**config.mk**
```make
export PLATFORM = sky130hd
export DESIGN_NAME = threshold_centroid
export DESIGN_NICKNAME = d
export VERILOG_FILES = /design/src/hw/rtl/tc_pkg.sv /design/src/hw/rtl/tc_div.sv /design/src/hw/rtl/threshold_centroid.sv
export SDC_FILE = /design/constraint.sdc
export NUM_CORES = 1
export LEC_CHECK = 0
export BUFFER_PORTS_ARGS = -buffer_cell sky130_fd_sc_hd__buf_2
export CAP_MARGIN = 20
export CORE_MARGIN = 1.5
export CORE_UTILIZATION = 55
export CTS_BUF_LIST = sky130_fd_sc_hd__clkbuf_4 sky130_fd_sc_hd__clkbuf_8 sky130_fd_sc_hd__clkbuf_16
export CTS_CLUSTER_DIAMETER = 100
export CTS_CLUSTER_SIZE = 16
export DETAILED_ROUTE_END_ITERATION = 6
export PLACE_DENSITY = 0.82
export REMOVE_ABC_BUFFERS = 1
export SYNTH_ARGS = -nofsm -noshare
export SYNTH_HDL_FRONTEND = slang
export SYNTH_SLANG_ARGS = --single-unit
```
**constraint.sdc**
```tcl
create_clock -name clk_i -period 4.27 [get_ports clk_i]
set_input_delay 0.6405 -clock clk_i [delete_from_list [all_inputs] [get_ports clk_i]]
set_output_delay 0.6405 -clock clk_i [all_outputs]
set_load 0.03 [all_outputs]
```
**src/hw/rtl/tc_pkg.sv**
```systemverilog
// Shared constants and types for the threshold centroid block.
package tc_pkg;

  // Default frame limits
  localparam int unsigned MAX_WIDTH_DEF  = 2048;
  localparam int unsigned MAX_HEIGHT_DEF = 2048;

  // Fixed field widths
  localparam int unsigned PIX_W  = 8;
  localparam int unsigned FW_W   = 12;
  localparam int unsigned FH_W   = 12;
  localparam int unsigned WSUM_W = 30;
  localparam int unsigned CEN_W  = 19;
  localparam int unsigned ADDR_W = 4;
  localparam int unsigned DATA_W = 32;

  // Register reset values
  localparam logic [PIX_W-1:0] THRESHOLD_RST    = 8'd128;
  localparam logic [FW_W-1:0]  FRAME_WIDTH_RST  = 12'd640;
  localparam logic [FH_W-1:0]  FRAME_HEIGHT_RST = 12'd480;

  // Saturation limits and marked pixel value
  localparam logic [WSUM_W-1:0] WSUM_MAX = '1;
  localparam logic [CEN_W-1:0]  CEN_MAX  = '1;
  localparam logic [PIX_W-1:0]  PIX_MARK = '1;

  // Result kinds
  localparam logic KIND_PIXEL   = 1'b0;
  localparam logic KIND_SUMMARY = 1'b1;

  // Register index (byte address bits [3:2])
  typedef enum logic [1:0] {
    REG_THRESHOLD    = 2'd0,
    REG_FRAME_WIDTH  = 2'd1,
    REG_FRAME_HEIGHT = 2'd2
  } cfg_reg_e;

  // Sequencer states
  typedef enum logic [2:0] {
    ST_IDLE,
    ST_XGO,
    ST_XWAIT,
    ST_YWAIT,
    ST_SUM
  } state_e;

endpackage

```
**src/hw/rtl/tc_div.sv**
```systemverilog
// Restoring radix-2 divider, one quotient bit per cycle.
module tc_div #(
  parameter int unsigned DW = 42,
  parameter int unsigned VW = 23
) (
  input  logic          clk_i,
  input  logic          rst_ni,
  input  logic          start_i,
  input  logic [DW-1:0] dividend_i,
  input  logic [VW-1:0] divisor_i,
  output logic          busy_o,
  output logic          done_o,
  output logic [DW-1:0] quot_o
);

  localparam int unsigned CNT_W = $clog2(DW + 1);

  logic             busy_q, busy_d;
  logic             done_q, done_d;
  logic [CNT_W-1:0] cnt_q, cnt_d;
  logic [VW-1:0]    rem_q, rem_d;
  logic [DW-1:0]    quot_q, quot_d;
  logic [VW-1:0]    dvs_q, dvs_d;

  logic [VW:0]      trial;
  logic [VW:0]      diff;
  logic             fits;

  // Trial subtract: shift in next dividend bit
  assign trial = {rem_q, quot_q[DW-1]};
  assign diff  = trial - {1'b0, dvs_q};
  assign fits  = trial >= {1'b0, dvs_q};

  // Step control
  always_comb begin
    busy_d = busy_q;
    done_d = 1'b0;
    cnt_d  = cnt_q;
    rem_d  = rem_q;
    quot_d = quot_q;
    dvs_d  = dvs_q;
    if (start_i) begin
      busy_d = 1'b1;
      cnt_d  = '0;
      rem_d  = '0;
      quot_d = dividend_i;
      dvs_d  = divisor_i;
    end else if (busy_q) begin
      rem_d  = fits ? diff[VW-1:0] : trial[VW-1:0];
      quot_d = {quot_q[DW-2:0], fits};
      cnt_d  = cnt_q + CNT_W'(1);
      if (cnt_q == CNT_W'(DW - 1)) begin
        busy_d = 1'b0;
        done_d = 1'b1;
      end
    end
  end

  always_ff @(posedge clk_i or negedge rst_ni) begin
    if (!rst_ni) begin
      busy_q <= 1'b0;
      done_q <= 1'b0;
      cnt_q  <= '0;
    end else begin
      busy_q <= busy_d;
      done_q <= done_d;
      cnt_q  <= cnt_d;
    end
  end

  // Datapath, no reset
  always_ff @(posedge clk_i) begin
    rem_q  <= rem_d;
    quot_q <= quot_d;
    dvs_q  <= dvs_d;
  end

  assign busy_o = busy_q;
  assign done_o = done_q;
  assign quot_o = quot_q;

  a_no_restart: assert property (@(posedge clk_i) disable iff (!rst_ni)
    start_i |-> !busy_q)
    else $error("divider started while busy");

  a_done_after_busy: assert property (@(posedge clk_i) disable iff (!rst_ni)
    done_q |-> $past(busy_q) && !busy_q)
    else $error("divider done without a running division");

  a_cnt_range: assert property (@(posedge clk_i) disable iff (!rst_ni)
    busy_q |-> cnt_q < CNT_W'(DW))
    else $error("divider step count out of range");

endmodule

```
**src/hw/rtl/threshold_centroid.sv**
```systemverilog
// Top level: binarize a pixel stream and compute per-frame centroids.
//
// Pixels are taken in raster order, one word per cycle while the result side keeps up; each
// gives one binarized word out. The last pixel of a frame starts two serial divisions on one
// shared restoring divider (x then y), with DW = sum width + 8 (42 at the default 2048x2048
// limits), and the frame summary word is loaded once both are done; no pixel is taken
// until it has been loaded. An unusable frame width turns each pixel into a single summary
// word with width_error set and restarts the frame. Registers: threshold at 0x0,
// frame_width at 0x4, frame_height at 0x8.
module threshold_centroid #(
  parameter int unsigned MAX_WIDTH  = tc_pkg::MAX_WIDTH_DEF,
  parameter int unsigned MAX_HEIGHT = tc_pkg::MAX_HEIGHT_DEF
) (
  input  logic                        clk_i,
  input  logic                        rst_ni,
  // configuration port
  input  logic                        psel,
  input  logic                        penable,
  input  logic                        pwrite,
  input  logic [tc_pkg::ADDR_W-1:0]   paddr,
  input  logic [tc_pkg::DATA_W-1:0]   pwdata,
  output logic [tc_pkg::DATA_W-1:0]   prdata,
  output logic                        pready,
  // pixel input
  input  logic                        in_valid_i,
  output logic                        in_stall_o,
  input  logic [tc_pkg::PIX_W-1:0]    pixel_i,
  // result output
  output logic                        out_valid_o,
  input  logic                        out_stall_i,
  output logic                        kind_o,
  output logic [tc_pkg::PIX_W-1:0]    pixel_out_o,
  output logic [tc_pkg::WSUM_W-1:0]   weight_sum_o,
  output logic [tc_pkg::CEN_W-1:0]    centroid_x_o,
  output logic [tc_pkg::CEN_W-1:0]    centroid_y_o,
  output logic                        centroid_valid_o,
  output logic                        width_error_o,
  output logic                        last_o
);

  import tc_pkg::*;

  localparam int unsigned CW   = $clog2(MAX_WIDTH);
  localparam int unsigned RW   = (MAX_HEIGHT > 1) ? $clog2(MAX_HEIGHT) : 1;
  localparam int unsigned PW   = (CW > RW) ? CW : RW;
  localparam int unsigned CNTW = $clog2(MAX_WIDTH * MAX_HEIGHT + 1);
  localparam int unsigned SUMW = PW + CNTW;
  localparam int unsigned DW   = SUMW + 8;
  localparam int unsigned WSW  = CNTW + 8;
  localparam int unsigned CMPW = ((PW > FW_W) ? PW : FW_W) + 1;

  // Configuration registers
  logic [PIX_W-1:0] threshold_q;
  logic [FW_W-1:0]  frame_width_q;
  logic [FH_W-1:0]  frame_height_q;
  logic             cfg_wr;

  // Frame state
  logic [CW-1:0]    col_q, col_d;
  logic [RW-1:0]    row_q, row_d;
  logic [CNTW-1:0]  marked_q, marked_d;
  logic [SUMW-1:0]  csum_q, csum_d;
  logic [SUMW-1:0]  rsum_q, rsum_d;
  logic [CEN_W-1:0] cx_q, cy_q;

  state_e           state_q, state_d;

  // Output register
  logic             out_valid_q, out_valid_d;
  logic             kind_q;
  logic [PIX_W-1:0] pix_q;
  logic [WSUM_W-1:0] ws_q;
  logic [CEN_W-1:0] ocx_q, ocy_q;
  logic             cval_q, werr_q, last_q;

  // Control
  logic             in_acc;
  logic             out_free;
  logic             sum_load;
  logic             div_start;
  logic             div_busy;
  logic             div_done;
  logic [DW-1:0]    div_dividend;
  logic [DW-1:0]    div_quot;
  logic [CEN_W-1:0] cen_sat;

  // Per-pixel decode
  logic [CMPW-1:0]  fw_ext, fh_ext, h_eff;
  logic             width_bad, row_end, frame_end, marked;
  logic [WSW-1:0]   ws_full;
  logic [WSUM_W-1:0] ws_sat;
  logic             cnt_nz;

  // ---------------- configuration port ----------------
  assign pready = 1'b1;
  assign cfg_wr = psel && penable && pwrite;

  always_ff @(posedge clk_i or negedge rst_ni) begin
    if (!rst_ni) begin
      threshold_q    <= THRESHOLD_RST;
      frame_width_q  <= FRAME_WIDTH_RST;
      frame_height_q <= FRAME_HEIGHT_RST;
    end else if (cfg_wr) begin
      case (cfg_reg_e'(paddr[3:2]))
        REG_THRESHOLD:    threshold_q    <= pwdata[PIX_W-1:0];
        REG_FRAME_WIDTH:  frame_width_q  <= pwdata[FW_W-1:0];
        REG_FRAME_HEIGHT: frame_height_q <= pwdata[FH_W-1:0];
        default: ;
      endcase
    end
  end

  always_comb begin
    case (cfg_reg_e'(paddr[3:2]))
      REG_THRESHOLD:    prdata = DATA_W'(threshold_q);
      REG_FRAME_WIDTH:  prdata = DATA_W'(frame_width_q);
      REG_FRAME_HEIGHT: prdata = DATA_W'(frame_height_q);
      default:          prdata = '0;
    endcase
  end

  // ---------------- pixel decode ----------------
  assign fw_ext    = CMPW'(frame_width_q);
  assign fh_ext    = CMPW'(frame_height_q);
  assign width_bad = (frame_width_q == '0) || (frame_width_q[2:0] != 3'd0) ||
                     (fw_ext > CMPW'(MAX_WIDTH));

  // Zero height acts as one, oversize height clamps to the limit
  always_comb begin
    if (frame_height_q == '0) begin
      h_eff = CMPW'(1);
    end else if (fh_ext > CMPW'(MAX_HEIGHT)) begin
      h_eff = CMPW'(MAX_HEIGHT);
    end else begin
      h_eff = fh_ext;
    end
  end

  assign row_end   = (CMPW'(col_q) + CMPW'(1)) >= fw_ext;
  assign frame_end = row_end && ((CMPW'(row_q) + CMPW'(1)) >= h_eff);
  assign marked    = pixel_i <= threshold_q;

  assign out_free = !out_valid_q || !out_stall_i;
  assign in_acc   = in_valid_i && !in_stall_o;

  // ---------------- sequencer ----------------
  always_comb begin
    state_d = state_q;
    case (state_q)
      ST_IDLE:  if (in_acc && !width_bad && frame_end) state_d = ST_XGO;
      ST_XGO:   state_d = ST_XWAIT;
      ST_XWAIT: if (div_done) state_d = ST_YWAIT;
      ST_YWAIT: if (div_done) state_d = ST_SUM;
      ST_SUM:   if (out_free) state_d = ST_IDLE;
      default:  state_d = ST_IDLE;
    endcase
  end

  always_comb begin
    in_stall_o = !((state_q == ST_IDLE) && out_free);
    div_start  = (state_q == ST_XGO) || ((state_q == ST_XWAIT) && div_done);
    sum_load   = (state_q == ST_SUM) && out_free;
  end

  always_ff @(posedge clk_i or negedge rst_ni) begin
    if (!rst_ni) begin
      state_q <= ST_IDLE;
    end else begin
      state_q <= state_d;
    end
  end

  // ---------------- frame accumulators ----------------
  always_comb begin
    col_d    = col_q;
    row_d    = row_q;
    marked_d = marked_q;
    csum_d   = csum_q;
    rsum_d   = rsum_q;
    if (in_acc) begin
      if (width_bad) begin
        col_d    = '0;
        row_d    = '0;
        marked_d = '0;
        csum_d   = '0;
        rsum_d   = '0;
      end else begin
        if (marked) begin
          marked_d = marked_q + CNTW'(1);
          csum_d   = csum_q + SUMW'(col_q);
          rsum_d   = rsum_q + SUMW'(row_q);
        end
        if (!row_end) begin
          col_d = col_q + CW'(1);
        end else begin
          col_d = '0;
          row_d = frame_end ? '0 : row_q + RW'(1);
        end
      end
    end else if (sum_load) begin
      marked_d = '0;
      csum_d   = '0;
      rsum_d   = '0;
    end
  end

  always_ff @(posedge clk_i or negedge rst_ni) begin
    if (!rst_ni) begin
      col_q    <= '0;
      row_q    <= '0;
      marked_q <= '0;
      csum_q   <= '0;
      rsum_q   <= '0;
    end else begin
      col_q    <= col_d;
      row_q    <= row_d;
      marked_q <= marked_d;
      csum_q   <= csum_d;
      rsum_q   <= rsum_d;
    end
  end

  // ---------------- shared divider ----------------
  assign div_dividend = (state_q == ST_XGO) ? {csum_q, 8'd0} : {rsum_q, 8'd0};

  tc_div #(
    .DW (DW),
    .VW (CNTW)
  ) u_div (
    .clk_i      (clk_i),
    .rst_ni     (rst_ni),
    .start_i    (div_start),
    .dividend_i (div_dividend),
    .divisor_i  (marked_q),
    .busy_o     (div_busy),
    .done_o     (div_done),
    .quot_o     (div_quot)
  );

  // Clamp quotient to the centroid field
  assign cen_sat = (div_quot > DW'(CEN_MAX)) ? CEN_MAX : CEN_W'(div_quot);

  always_ff @(posedge clk_i) begin
    if (div_done && (state_q == ST_XWAIT)) cx_q <= cen_sat;
    if (div_done && (state_q == ST_YWAIT)) cy_q <= cen_sat;
  end

  // Weight sum = 255 * count, saturated
  assign ws_full = {marked_q, 8'd0} - WSW'(marked_q);
  assign ws_sat  = (ws_full > WSW'(WSUM_MAX)) ? WSUM_MAX : WSUM_W'(ws_full);
  assign cnt_nz  = marked_q != '0;

  // ---------------- output register ----------------
  always_comb begin
    if (in_acc || sum_load) begin
      out_valid_d = 1'b1;
    end else begin
      out_valid_d = out_stall_i ? out_valid_q : 1'b0;
    end
  end

  always_ff @(posedge clk_i or negedge rst_ni) begin
    if (!rst_ni) begin
      out_valid_q <= 1'b0;
    end else begin
      out_valid_q <= out_valid_d;
    end
  end

  always_ff @(posedge clk_i) begin
    if (in_acc) begin
      pix_q  <= '0;
      ws_q   <= '0;
      ocx_q  <= '0;
      ocy_q  <= '0;
      cval_q <= 1'b0;
      if (width_bad) begin
        kind_q <= KIND_SUMMARY;
        werr_q <= 1'b1;
        last_q <= 1'b1;
      end else begin
        kind_q <= KIND_PIXEL;
        pix_q  <= marked ? PIX_MARK : '0;
        werr_q <= 1'b0;
        last_q <= !frame_end;
      end
    end else if (sum_load) begin
      kind_q <= KIND_SUMMARY;
      pix_q  <= '0;
      ws_q   <= ws_sat;
      ocx_q  <= cnt_nz ? cx_q : '0;
      ocy_q  <= cnt_nz ? cy_q : '0;
      cval_q <= cnt_nz;
      werr_q <= 1'b0;
      last_q <= 1'b1;
    end
  end

  assign out_valid_o      = out_valid_q;
  assign kind_o           = kind_q;
  assign pixel_out_o      = pix_q;
  assign weight_sum_o     = ws_q;
  assign centroid_x_o     = ocx_q;
  assign centroid_y_o     = ocy_q;
  assign centroid_valid_o = cval_q;
  assign width_error_o    = werr_q;
  assign last_o           = last_q;

  // ---------------- checks ----------------
  a_frame_end_divides: assert property (@(posedge clk_i) disable iff (!rst_ni)
    in_acc && !width_bad && frame_end |=> state_q == ST_XGO)
    else $error("frame end did not start the centroid division");

  a_werr_summary: assert property (@(posedge clk_i) disable iff (!rst_ni)
    out_valid_o && width_error_o |-> (kind_o == KIND_SUMMARY) && last_o)
    else $error("width error word is not a final summary");

  a_empty_summary: assert property (@(posedge clk_i) disable iff (!rst_ni)
    out_valid_o && (kind_o == KIND_SUMMARY) && !centroid_valid_o |->
      (centroid_x_o == '0) && (centroid_y_o == '0) && (weight_sum_o == '0))
    else $error("empty frame summary carries nonzero fields");

  a_sum_after_div: assert property (@(posedge clk_i) disable iff (!rst_ni)
    state_q == ST_SUM |-> !div_busy)
    else $error("summary pending while divider still busy");

endmodule

```
# Yosys cells after proc, flatten, opt, wreduce, memory -nomap -nowiden
# Cells that the tools add are included.
[totals]
regBits = 363
latch_bits = 0
ramBits = 0
rom_bits = 0
in_bits = 51
out_inout_bits = 115
mem_count = 0
[classes]
n_addsub = 10
mul = 0
n_div = 0
magnitude_cmp = 8
eq_ne = 13
shift = 0
mux = 53
n_bitwise = 0
n_reduce_logical = 35
[op_table]
columns = ["operator", "n"]
rows = [
  ["$mux 34", 7],
  ["$mux 42", 3],
  ["$mux 23", 5],
  ["$add 34x11->34", 2],
  ["$mux 19", 3],
  ["$mux 11", 5],
  ["$gt 42x19->1 const B", 1],
  ["$pmux 12 s3", 1],
  ["$mux 8", 4],
  ["$gt 31x30->1 const B", 1],
  ["$sub 31x23->31", 1],
  ["$mux 30", 1],
  ["$add 11x1->12 const B", 2],
  ["$ge 24x23->1", 1],
  ["$gt 12x12->1 const B", 2],
  ["$logic_not 12->1", 2],
  ["$mux 12", 2],
  ["$add 23x1->23 const B", 1],
  ["$reduce_bool 23->1", 1],
  ["$sub 23x23->23", 1],
  ["$add 11x1->11 const B", 2],
  ["$mux 1", 15],
  ["$pmux 3 s5", 1],
  ["$ge 12x13->1", 1],
  ["23 further kinds", 54],
]

# Depth between registers and ports, before layout
# Gate-level depths: netlist of run 1.
[logic_depth]
word_depth = 8
ltp_mapped = 14
ltp_nobuf = 13

# Cells and area by module
# Synthesis of run 1 repeated with hierarchy kept, for this count alone.
[unflattened]
hier_cells = 1955
area_unflattened_um2 = 19429.9
[by_module_without_submodules]
columns = ["mod", "instances", "cells_each", "area_each_um2", "seq_area_each_um2"]
rows = [
  ["threshold_centroid", 1, 1496, 14313.7, 6379.9],
  ["tc_div", 1, 459, 5116.2, 2612.5],
]

# Least setup slack after synthesis of run 1
# OpenSTA, ideal clock, no wires.
[synth_path]
kind = "register to register"
startpoint = "register col_q[1]"
endpoint = "register row_q[1]"
arrival_ns = 3.027
required_time_ns = 4.148
path_slack_ns = 1.122
stages_incl_launch_ff = 13
n_path_buf = 1
period_less_slack_ns = 3.148
path_cell_list = "dfrtp_1 > ha_1 > nand3_1 > nor2_1 > xor2_1 > ha_1 > a21o_1 > a2111oi_0 > o21ai_0 > a21oi_1 > nor2_1 > buf_2 > a32o_1"
[synth_via]
elab_chain_len = 6
word_cells_on_any_way = 8
cone_classes = "add/sub (1); order compare (1); mux (3); reduce/logical (3)"
[synth_rtl]
columns = ["element", "line_no", "rtl"]
rows = [
  ["start: declaration", "threshold_centroid.sv:59", "logic [CW-1:0] col_q, col_d;"],
  ["start signal: assignment", "threshold_centroid.sv:215", "col_q <= col_d;"],
  ["$add 11x1->12 *", "threshold_centroid.sv:139", "assign row_end = (CMPW'(col_q) + CMPW'(1)) >= fw_ext;"],
  ["$ge 12x12->1 *", "threshold_centroid.sv:139", ""],
  ["$logic_and 1x1->1", "threshold_centroid.sv:140", "assign frame_end = row_end && ((CMPW'(row_q) + CMPW'(1)) >= h_eff);"],
  ["$mux 11", "threshold_centroid.sv:197", "row_d = frame_end ? '0 : row_q + RW'(1);"],
  ["$mux 11", "threshold_centroid.sv:193", "if (!row_end) begin"],
  ["$mux 11", "threshold_centroid.sv:181", "if (width_bad) begin"],
  ["end signal: assignment", "threshold_centroid.sv:216", "row_q <= row_d;"],
  ["end: declaration", "threshold_centroid.sv:60", "logic [RW-1:0] row_q, row_d;"],
]
# Mark *: on every way between the ends. The rest lies on a longest branch, timed or not. The select of a mux whose other input is x is not followed.
# A chain may end at the register's enable or synchronous reset.

# Final worst setup path of run 1
[layout_path]
startpoint = "register marked_q[10]"
endpoint = "register ws_q[28] (netlist: weight_sum_o[28])"
[layout_via]
elab_chain_len = 3
[layout_rtl]
columns = ["element", "line_no", "rtl"]
rows = [
  ["start: declaration", "threshold_centroid.sv:61", "logic [CNTW-1:0] marked_q, marked_d;"],
  ["start signal: assignment", "threshold_centroid.sv:217", "marked_q <= marked_d;"],
  ["$sub 31x23->31 *", "threshold_centroid.sv:249", "assign ws_full = {marked_q, 8'd0} - WSW'(marked_q);"],
  ["$gt 31x30->1", "threshold_centroid.sv:250", "assign ws_sat = (ws_full > WSW'(WSUM_MAX)) ? WSUM_MAX : WSUM_W'(ws_full);"],
  ["$mux 30 *", "threshold_centroid.sv:250", ""],
  ["end signal: assignment", "threshold_centroid.sv:290", "ws_q <= ws_sat;"],
  ["end: declaration", "threshold_centroid.sv:72", "logic [WSUM_W-1:0] ws_q;"],
]
# Mark *: on every way between the ends. The rest lies on a longest branch, timed or not.

==> metrics.md, run 1 <==
| Metric | Value |
|---|---|
| Cells after Synth | `1989` |
| #FFs+latches synth | `356` |
| Layout cells sized above 1 | `0.124` |
| Slew @ Worst Pin | `1.06 ns` |
| Wire per inst | `18.8 um` |
| Routed via count | `15800` |
| Initial DRC Count | `1207` |
| Hold Crit Class | `input port to flip-flop` |
| WHS Endpoint | `frame_width_q[9]` |
| Finished Layout Cells | `2545` |
| Max_cap viols | `0` |
| Unrepaired setup endpoints after global routing | `false` |
| Reg2reg start | `marked_q[10]` |
| Unique masters post-synth | `77` |
| I/O Pins | `166` |
| Num CTS Buffers | `26` |
| EDFF count, synth | `107` |
| Die area | `36400 sq um` |
| Syn_area_per_cell | `9.76 sq um` |
| Placed cell areas | `20400 sq um` |
| TritonCTS clock tree | `yes` |
| Synth async-reset ratio | `0.441` |
| Global placer's final weighted congestion | `0.904` |
| Clk_skew | `0.0215 ns` |
| Inst Count DP | `2495` |
| CP required | `4.75 ns` |
| Core box area | `34600 sq um` |
| DP HPWL | `33200 um` |
| Clock transition at the registers of the reported paths | `0.08 ns` |
| GR Overflow Total | `0` |
| WHS | `0.313 ns` |
| Final setup fails | `0` |
| DR DRC count | `0` |
| Worst reg2reg path depth | `10` |
| Port bufs | `122` |
| Reg-to-reg endpoint | `weight_sum_o[28]` |
| Final min period | `3.71 ns` |
| Gr usage total | `0.261` |
| Post-route ant nets | `0` |
| Ys flop type | `dfrtp_1` |
| Mapped Area | `19400 sq um` |
| CTS root buffer | `clkbuf_16` |
| Hold path cells | `3` |
| # hold bufs at CTS | `0` |
| Design Area, Final | `21300 sq um` |
| Max_slew headroom | `0.289` |
| FF-to-FF setup slack | `0.56 ns` |
| Power density cells | `328 nW/um^2` |
| Yosys warnings | `0` |
| Util after Layout | `0.614` |
| Largest net degree at the start of global routing | `110` |
| Post-CTS Setup Inserts | `0` |
| Post-CTS sizing | `0` |
| H-tree depth | `1` |
| Crit end category | `flip-flop` |
| CP Class | `flip-flop to flip-flop` |
| First-pass GRT wire length | `77600 um` |
| Nature of the critical path startpoint | `flip-flop` |
| Crit path arrival time | `4.19 ns` |
| Max Slew Vio Count | `0` |
| Sink Count | `356` |
| Initial Util | `0.560` |
| CTS max path bufs | `3` |
| Peak supply drop | `318 uV` |
| Horiz. Die Dim | `191 um` |
| Status | `finished clean` |
| Wirelength, routed | `47800 um` |
| Filler cells | `2795` |
| Via density per instance | `6.20` |
| Final period util | `0.868` |
| Final Hold Fails | `0` |
| Setup TNS | `0 ns` |
| Die height | `191 um` |
| Cell Rows | `68` |
| Seq/Total Area, Yosys | `0.463` |
| Worst hold start | `pwdata[9]` |
| Leakage | `8.91 nW` |
| CP Max Fanout | `29` |
| Vias in the first global route | `15300` |
| Drt first pass iters | `5` |
| Synthesis-to-finish area growth | `9.52%` |
| Initial antenna violation count | `1` |
| Worst skew pair latency | `0.56 ns` |
| Layout net count | `2223` |
| Fmax | `0.270 GHz` |
[routing by layer]
layer | up-vias | GRT usage | wire length (um)
li1 | 7361 | - | -
met1 | 7711 | 0.361 | 20700
met2 | 632 | 0.426 | 22300
met3 | 79 | 0.0375 | 3670
met4 | 0 | 0.0784 | 1160
met5 | - | 0 | 0
[worst max path at each step]
stage / from / end / cells past startpoint
detailed placement: marked_q[10] / weight_sum_o[28] / 10
CTS: marked_q[10] / weight_sum_o[28] / 10
global route: col_q[0] / last_o / 11
floorplan: state_q[2] / u_div.quot_o[0] / 5
finish: marked_q[10] / weight_sum_o[28] / 10
global placement: marked_q[10] / weight_sum_o[0] / 10
[layout by cell type, fill, tap and decap left out, drive strengths merged, types with 49 or more instances in the layout]
master  Yosys  routed
buf        54     156
dfrtp     150     150
mux2i      63      63
dfxtp      92      92
edfxtp    107     107
o21ai     177     177
a21oi     116     116
a22o       49      49
xnor2      72      72
inv        98      99
nor2      113     113
ha         98      98
nand3      58      58
nand2     178     178
[Yosys cell counts (7+ instances only)]
cell         n  area [sq um]
nor3b_1     10          75.1
or2_2        8          50.1
nand2_1    178           668
buf_4       28           210
nor2b_1     12          75.1
nand3_1     57           285
and3_1      17           106
o21a_1      13          97.6
o21ai_0    175           876
a32o_1      13           130
nand2b_1    21           131
edfxtp_1   107          3210
a21oi_1    116           581
buf_1        9          33.8
a31oi_1     22           138
nor3_1      28           140
mux2_2      21           236
xor2_1      36           315
nand4_1     26           163
o31ai_1     15           113
dfstp_2      7           184
dfrtp_1    150          3750
or4_1        8          60.1
nor4_1      29           181
xnor2_1     72           631
dfxtp_1     92          1840
o2111ai_1    7          61.3
and2_1      21           131
buf_2       16          80.1
a211oi_1    19           143
or3_1       34           213
o211ai_1     9          67.6
ha_1        98          1230
inv_1       97           364
clkbuf_1    68           255
mux2i_1     63           631
a21o_1      34           255
a22o_1      49           429
nor2_1     113           424
[cell families after synthesis]
family	share of synthesized area
and+or+nand+nor	0.148
xor gates and xnor gates	0.0487
AOI/OAI and AO/OA	0.179
muxes	0.0447
adders and majority gates	0.0663
buffers and inverters	0.0496
DFF	0.463
other	0.000387
[power by group]
group          internal, mW  switching (mW)  total [mW]  leakage (nW)
Combinational         0.297           0.527       0.824          4.77
Sequential             3.57          0.0897        3.66          3.72
Clock                  1.28            1.20        2.47         0.419
[cell type report]
cell class / count / area (sq um) / area share
Clock buffer: 44 / 792 / 0.0373
Sequential cell: 356 / 8990 / 0.423
Antenna cell: 1 / 2.50 / 0.000118
Clock inverter: 2 / 27.5 / 0.00130
Tap cell: 455 / 569 / 0.0268
Timing Repair Buffer: 157 / 922 / 0.0434
Inverter: 99 / 372 / 0.0175
Multi-Input combinational cell: 1431 / 9570 / 0.451
[stage by stage]
step	setup WS, ns	power, mW
finish	0.563	6.96
floorplan	-4.79	4.25
detailed placement	0.666	4.54
CTS	0.643	6.98
global route	0.349	7.20
global placement	0.770	4.51
[flip-flops by register name (all words and copies together) (netlist names), 19 cells and up]
register and cells:
u_div.rem_q 23, weight_sum_o 30, cx_q 19, centroid_x_o 19
marked_q 23, rsum_q 34, cy_q 19, u_div.dvs_q 23
centroid_y_o 19, csum_q 34, u_div.quot_o 42
[critical path, cell delays in order (launching register included)]
cell and delay [ns]:
dfrtp_1 0.55, inv_1 0.09, ha_1 0.35, a21oi_1 0.19, and2_1 0.24, a21boi_0 0.13, o32a_1 0.43, a211oi_1 0.41
mux2i_1 0.29, nand2_1 0.59, a21oi_1 0.36
No activity file was read; power rests on OpenSTA's default activity.
==> run 2, diff against run 1 <==
--- a/config.mk
+++ b/config.mk
@@ -14,7 +14,6 @@
 export CTS_CLUSTER_SIZE = 16
 export DETAILED_ROUTE_END_ITERATION = 6
 export PLACE_DENSITY = 0.82
-export REMOVE_ABC_BUFFERS = 1
 export SYNTH_ARGS = -nofsm -noshare
 export SYNTH_HDL_FRONTEND = slang
 export SYNTH_SLANG_ARGS = --single-unit
==> run 2 against run 1 <==
Effect of this change: wire length decreased by 1.8%; power increased by 0.28%; combinational power about the same; sequential share of layout area about the same; cell count about the same.
==> metrics.md, run 2 (synthesized netlist as in run 1, its figures left out) <==
| Metric | Value |
|---|---|
| Status | `finished clean` |
| Global placer's final weighted congestion | `0.924` |
| Routed via count | `15600` |
| Fmax | `0.274 GHz` |
| Slack of the critical path | `0.624 ns` |
| Final period util | `0.854` |
| Cell Rows | `68` |
| WP buf/inv | `1` |
| Final setup fails | `0` |
| Leakage | `8.91 nW` |
| Worst skew pair latency | `0.56 ns` |
| I/O Pins | `166` |
| Final min period | `3.65 ns` |
| Die height | `191 um` |
| Number of flip-flops in the largest register | `42` |
| Gr usage total | `0.258` |
| Max Slew Vio Count | `0` |
| Initial DRC Count | `1600` |
| Clock power frac | `0.356` |
| Synthesis-to-finish area growth | `9.49%` |
| H-tree depth | `1` |
| Setup TNS | `0 ns` |
| Clk_skew | `0.0174 ns` |
| Commonest non-fill, non-tap cells in the layout | `nand2_1, o21ai_0, dfrtp_1` |
| CP Class | `flip-flop to flip-flop` |
| Port bufs | `122` |
| Sw frac | `0.260` |
| P_sw | `1.82 mW` |
| Initial Util | `0.560` |
| Max_cap viols | `0` |
| Layout net count | `2220` |
| Antenna diode instance count | `0` |
| Initial antenna violation count | `0` |
| Post-CTS Setup Inserts | `0` |
| DP Worst Slack | `0.688 ns` |
| TritonCTS clock tree | `yes` |
| Layout cells sized above 1 | `0.124` |
| CTS root buffer | `clkbuf_16` |
| Crit end category | `flip-flop` |
| Core box area | `34600 sq um` |
| Post-route ant nets | `0` |
| Nature of the critical path startpoint | `flip-flop` |
| Die area | `36400 sq um` |
| Final Hold Fails | `0` |
| Crit path cell chain | `inv_1 > ha_1 > and3_1 > nand4_1 > a21boi_0 > o32a_1 > a211oi_1 > mux2i_1 > nand2_1 > a21oi_1` |
| Wire per inst | `18.4 um` |
| Worst path top cell family by delay | `compound AO/OA/AOI/OAI gates` |
| Horiz. Die Dim | `191 um` |
| Wirelength, routed | `46900 um` |
| CP Max Fanout | `29` |
| Post-CTS sizing | `0` |
| Largest net degree at the start of global routing | `98` |
| CTS max path bufs | `3` |
| Slew @ Worst Pin | `0.954 ns` |
| CP required | `4.73 ns` |
| CP max-delay cell | `nand2_1` |
| Int Power | `5.16 mW` |
| Vias in the first global route | `15100` |
| Filler cells | `2752` |
| Num CTS Buffers | `26` |
| Crit path arrival time | `4.11 ns` |
| # hold bufs at CTS | `0` |
| Hold Crit Class | `input port to async pin` |
| DP HPWL | `33200 um` |
| Sink Count | `356` |
| Leading cell type in the layout, fill and taps excluded | `nand2_1` |
| Comb power frac | `0.118` |
| FF-to-FF setup slack | `0.62 ns` |
| Power density cells | `329 nW/um^2` |
| Reg power frac | `0.527` |
| First-pass GRT wire length | `77000 um` |
| Via density per instance | `6.15` |
| Clock transition at the registers of the reported paths | `0.07 ns` |
| Design Area, Final | `21200 sq um` |
| CP max stage delay | `0.57 ns` |
| Max_slew headroom | `0.364` |
| Placed cell areas | `20400 sq um` |
| DR DRC count | `0` |
| Unrepaired setup endpoints after global routing | `false` |
| Drt first pass iters | `6` |
| GR Overflow Total | `0` |
| Peak supply drop | `314 uV` |
==> run 2: per-stage QoR <==
stage | hold WS, ns | power, mW | util | cells
final | 0.156 | 6.98 | 0.613 | 2543
after global routing | 0.261 | 7.23 | 0.613 | 2543
after CTS | 0.231 | 7.00 | 0.612 | 2541
after detailed placement | 0.443 | 4.55 | 0.588 | 2493
after global placement | 0.428 | 4.52 | 0.588 | 2493
after floorplan | 0.345 | 4.29 | - | 2008
==> run 2: power by group through the flow <==
| stage | sequential (mW) | clock, mW | combinational, mW |
|---|---|---|---|
| finish | 3.68 | 2.48 | 0.822 |
| global route | 3.68 | 2.64 | 0.900 |
| CTS | 3.67 | 2.51 | 0.814 |
| detailed placement | 3.74 | 0 | 0.809 |
| global placement | 3.74 | 0 | 0.784 |
| floorplan | 3.71 | 0 | 0.586 |
==> run 2: metal layers <==
layer  part of all wire  up-vias  global-route usage
met5                  0        -                   0
met4              0.031        0              0.0842
met3              0.059       93              0.0250
met2               0.48      597               0.429
met1               0.43     7593               0.355
li1                   -     7352                   -
==> run 2: path summary, 6_finish.rpt <==
| kind | from | endpoint | depth (start not counted) |
|---|---|---|---|
| setup / recovery | marked_q[9] | weight_sum_o[5] | 10 |
| hold / removal | rst_ni | u_div.cnt_q[3] | 1 |
| setup reg to reg | marked_q[9] | weight_sum_o[5] | 10 |
| hold reg to reg | centroid_valid_o | centroid_valid_o | 1 |
| max in group asynchronous | rst_ni | frame_height_q[6] | 2 |
| min in group clk_i | pwdata[10] | frame_width_q[10] | 3 |
==> run 2: cell type report <==
cell class                      count  area [sq um]  share of cell area
Multi-Input combinational cell   1431          9570               0.451
Sequential cell                   356          8990               0.423
Timing Repair Buffer              154           902              0.0425
Clock buffer                       46           807              0.0380
Tap cell                          455           569              0.0268
Inverter                           99           372              0.0175
Clock inverter                      2          27.5             0.00130
